--- config.mk ---
export PLATFORM = sky130hd
export DESIGN_NAME = tbht_ctrl
export DESIGN_NICKNAME = d
export VERILOG_FILES = /design/src/tbht_pkg.sv /design/src/tbht_ctrl.sv
export SDC_FILE = /design/constraint.sdc
export NUM_CORES = 1
export LEC_CHECK = 0
export ABC_AREA = 1
export BUFFER_PORTS_ARGS = -buffer_cell sky130_fd_sc_hd__buf_2
export CORE_AREA = 8 8 45 47
export DETAILED_ROUTE_END_ITERATION = 7
export DIE_AREA = 0 0 53 55
export PLACE_DENSITY = 0.52
export RECOVER_POWER = 25
export SLEW_MARGIN = 20
export SYNTH_ARGS = -nofsm -noshare
export SYNTH_HDL_FRONTEND = slang
export SYNTH_SLANG_ARGS = --single-unit
--- constraint.sdc ---
create_clock -name clk_i -period 1.3 [get_ports clk_i]
set_input_delay 0.13 -clock clk_i [delete_from_list [all_inputs] [get_ports clk_i]]
set_output_delay 0.13 -clock clk_i [all_outputs]
set_load 0.05 [all_outputs]
--- src/tbht_pkg.sv ---
// Package for the tagged bucket hash table: request and response types,
// operation and status codes, controller states and control structs.
// No dependencies.
`timescale 1ns / 1ps

package tbht_pkg;

  localparam int unsigned MaxBucketsDef  = 16;
  localparam int unsigned SlotsPerBucket = 16;
  localparam int unsigned SlotW          = 4;
  localparam int unsigned KeyWidthDef    = 64;
  localparam int unsigned ValueWidthDef  = 32;
  localparam int unsigned H1TopBit       = 56;
  localparam int unsigned ModDigits      = 15;

  localparam logic [7:0] TagEmpty   = 8'h00;
  localparam logic [7:0] TagDeleted = 8'h80;
  localparam logic [7:0] TagZeroFix = 8'hFF;

  typedef enum logic [1:0] {
    OP_FIND   = 2'd0,
    OP_INSERT = 2'd1,
    OP_REMOVE = 2'd2,
    OP_NONE   = 2'd3
  } tbht_op_e;

  typedef enum logic [1:0] {
    STS_OK      = 2'd0,
    STS_ABSENT  = 2'd1,
    STS_PRESENT = 2'd2,
    STS_FULL    = 2'd3
  } tbht_status_e;

  typedef enum logic [2:0] {
    ST_CLEAR,
    ST_IDLE,
    ST_MOD,
    ST_READ,
    ST_EVAL,
    ST_WRITE,
    ST_RESP
  } tbht_state_e;

  typedef struct packed {
    logic [1:0]  op;
    logic [63:0] key;
    logic [63:0] hash;
    logic [31:0] value;
  } tbht_req_t;

  typedef struct packed {
    logic [1:0]  status;
    logic [31:0] found_value;
    logic [7:0]  slot_index;
    logic [8:0]  entry_count;
  } tbht_rsp_t;

  typedef struct packed {
    logic capture;
    logic mod_step;
    logic eval_en;
    logic write_en;
    logic respond;
    logic clear_step;
  } tbht_cmd_t;

  typedef struct packed {
    logic op_none;
    logic n_pow2;
    logic mod_done;
    logic eval_done;
    logic eval_write;
    logic clear_done;
    logic out_free;
  } tbht_sts_t;

endpackage

--- src/tbht_ctrl.sv ---
// Controller state machine of the hash table: clearing, capture, bucket
// reduction, probing, the table update and the response. Uses tbht_pkg.
`timescale 1ns / 1ps

module tbht_ctrl (
  input  logic                clk_i,
  input  logic                rst_ni,
  input  logic                in_valid_i,
  output logic                in_stall_o,
  input  tbht_pkg::tbht_sts_t sts_i,
  output tbht_pkg::tbht_cmd_t cmd_o
);
  import tbht_pkg::*;

  tbht_state_e state_q, state_d;
  logic        accept;

  assign accept = in_valid_i && (state_q == ST_IDLE);

  always_ff @(posedge clk_i or negedge rst_ni) begin
    if (!rst_ni) begin
      state_q <= ST_CLEAR;
    end else begin
      state_q <= state_d;
    end
  end

  always_comb begin
    state_d = state_q;
    unique case (state_q)
      ST_CLEAR: begin
        if (sts_i.clear_done) state_d = ST_IDLE;
      end
      ST_IDLE: begin
        if (accept) begin
          if (sts_i.op_none) state_d = ST_RESP;
          else if (sts_i.n_pow2) state_d = ST_READ;
          else state_d = ST_MOD;
        end
      end
      ST_MOD: begin
        if (sts_i.mod_done) state_d = ST_READ;
      end
      ST_READ: begin
        state_d = ST_EVAL;
      end
      ST_EVAL: begin
        if (sts_i.eval_done) state_d = sts_i.eval_write ? ST_WRITE : ST_RESP;
        else state_d = ST_READ;
      end
      ST_WRITE: begin
        state_d = ST_RESP;
      end
      ST_RESP: begin
        if (sts_i.out_free) state_d = ST_IDLE;
      end
      default: begin
        state_d = ST_CLEAR;
      end
    endcase
  end

  always_comb begin
    in_stall_o         = (state_q != ST_IDLE);
    cmd_o              = '0;
    cmd_o.capture      = accept;
    cmd_o.mod_step     = (state_q == ST_MOD);
    cmd_o.eval_en      = (state_q == ST_EVAL);
    cmd_o.write_en     = (state_q == ST_WRITE);
    cmd_o.respond      = (state_q == ST_RESP) && sts_i.out_free;
    cmd_o.clear_step   = (state_q == ST_CLEAR);
  end

endmodule

==> run metrics <==
Syn Inst Count 57; CP max FO 8; I/O Buffers 16; WL final 1046 um; met3 Usage GRT 0.02674; Hold Path Origin in_valid_i; failing checks negative setup slack; Total Power 1.585 mW; P_leak 0.3256 nW; Clock Pin Slew Worst Setup and Hold Paths 40 ps; Setup Slack @ Placement 56.45 ps; total grt overflow 0; core area 0.001384 sq mm; Min-Delay Endpoint state_q[0]; unrepaired setup endpoints after global routing yes; CTS Buf Count 3; slew margin rel. 0.8335; Initial Util 0.2288; largest reg by FF count state_q; Setup crit start kind flip-flop; DIE AREA 0.002915 sq mm; hold depth 4; crit path capture type primary output; via count 442; ant diodes 0; Final WS setup -18.97 ps; Worst Path Class, Setup reg -> out; vias in the first global route 420; Die Span X 53 um; Worst Skew 0.6628 ps; library cells used by synthesis 12; Antenna Nets Post-Route 0; Sink Count 3; Clock Tree Root clkbuf_4; sequential fraction of the synthesis area 0.2372; Yosys warning count 0; Nets 96; met1 Usage GRT 0.07763; Tcrit/Tclk final 1.015; r2r setup slk 20 ps; fmax 758.2 MHz; share of layout cells above drive strength 1 0.4824; Worst IR Drop VDD 1.009 mV; minimum clock period 1319 ps; Synth Area per Inst 5.554 sq um; Critical Path RT 1170 ps; layout overhead on the synthesized area 81.42%; DRC violations left 0; initial antenna violation count 0; Largest register FFs 3; Top Ports 17; first-pass GRT wire length 1531 um; largest net degree at the start of global routing 9; outcome complete, but fails checks; crit-path cells nor2_4, nand2_2, nor2_2, buf_6; vias per cell 4.376; CTS tree yes; Pre-Repair DR Iteration Count 4; R2R depth 7; CP max stage cell dfrtp_2; setup TNS -22.96 ps; H-Tree Depth 1; Site Rows 14; Syn Nets 67; die height 55 um; Critical R2R Capture state_q[1]; Most Used Layer, Global Route met2; worst flop-to-flop path startpoint state_q[1]; post-DP HPWL 768.8 um; DRT iter0 DRCs 4; Hold WC Path Type in -> reg; Skew-Pair Late Insertion Delay 230 ps; Final setup viols 2; Final Hold Viols 0; pwr dens 2760 mW/mm^2; CP arrival 1190 ps; Worst Tran Pin Value 251.4 ps; Synth Register Bits 3; top flop regs state_q (3); CP peak stage delay 470 ps; Max Slew Vio Count 0; routed len/inst 10.36 um; Max-Cap Viols 0; synthesized area 316.6 sq um; clock buffer depth 2; Total GRT Usage 0.06998; GP Congestion 0.7723; GR Util met2 0.1074
[logic make-up (layout without fill, tap and decap cells)]
| kind of cell | count (synthesis) | in the layout | share of synthesized area |
|---|---|---|---|
| buf+inv | 12 | 40 | 0.1779 |
| simple gates | 42 | 42 | 0.5850 |
| flops | 3 | 3 | 0.2371 |
[Yosys cell counts]
cell type / number / area share
nand4_1: 1 / 0.020
nand3b_1: 3 / 0.071
nor3_1: 1 / 0.016
nand2_1: 18 / 0.21
nand3_1: 8 / 0.13
nor2_2: 1 / 0.020
buf_6: 1 / 0.036
buf_4: 1 / 0.024
inv_1: 8 / 0.095
nor2_1: 10 / 0.12
dfrtp_1: 3 / 0.24
inv_2: 2 / 0.024
[worst max-delay path by stage]
stage	slack, ps	from	to
3_3_place_gp	40	state_q[1]	state_q[2]
5_1_grt	-110	state_q[1]	cmd_o[2]
6_report	-20	state_q[1]	cmd_o[5]
2_1_floorplan	-40	state_q[1]	cmd_o[5]
3_5_place_dp	60	state_q[1]	state_q[2]
4_1_cts	-20	state_q[0]	cmd_o[2]
[cell usage in the layout, fill, tap and decap left out]
cell type and count:
nand3_1 8, nor3_2 1, nand4_1 1, nand2_2 2, dlygate4sd3_1 1, nand3b_1 3, nand2_1 16, clkbuf_1 2
clkbuf_4 3, inv_1 6, nor2_2 3, dfrtp_2 2, buf_8 1, buf_6 5, inv_2 4, nor2_4 2
buf_4 9, buf_2 9, nor2_1 6, dfrtp_1 1
[layout make-up]
| cell class | instances | area [sq um] |
|---|---|---|
| sequential | 3 | 77.57 |
| tap | 16 | 20.02 |
| clock buffer | 4 | 26.28 |
| inverter | 10 | 37.54 |
| timing repair buffer | 26 | 197.7 |
| fill | 162 | 809.5 |
| multi-input combinational | 42 | 215.2 |
[timing repair]
item                                   CTS  global route
setup endpoints to repair                6             8
hold buffers                             1             0
pin swaps                                1             3
gates cloned                             0             0
endpoints found under the hold margin    3             0
resized for setup                       14            10
buffers inserted                         3             4
[routing by layer]
layer / up-vias / wire [um]
li1: 230 / -
met1: 196 / 395
met5: - / 0
met3: 2 / 115
met4: 0 / 14
met2: 14 / 520
[stage by stage]
| stage | area [sq um] | instances | utilization | hold WS [ps] |
|---|---|---|---|---|
| floorplan | 326.6 | 57 | - | -165.6 |
| CTS | 521.8 | 97 | 0.3770 | 221.2 |
| finish | 574.3 | 101 | 0.4150 | 221.6 |
| global route | 574.3 | 101 | 0.4150 | 240.6 |
| detailed placement | 422.9 | 89 | 0.3056 | -70.98 |
| global placement | 422.9 | 89 | 0.3056 | -72.66 |
[worst max-delay path, delay by kind of cell (launching register included)]
kind / cells / cell delay, ps
simple gates: 3 / 330
flops: 1 / 470
buf+inv: 1 / 160
[report_power, final]
group	internal, mW	switching [mW]	total [mW]	leakage, nW
Clock	0.115	0.0446	0.159	0.0150
Sequential	0.147	0.0841	0.231	0.0345
Combinational	0.486	0.708	1.19	0.276
Note: power is estimated with default switching activity, not from simulation.
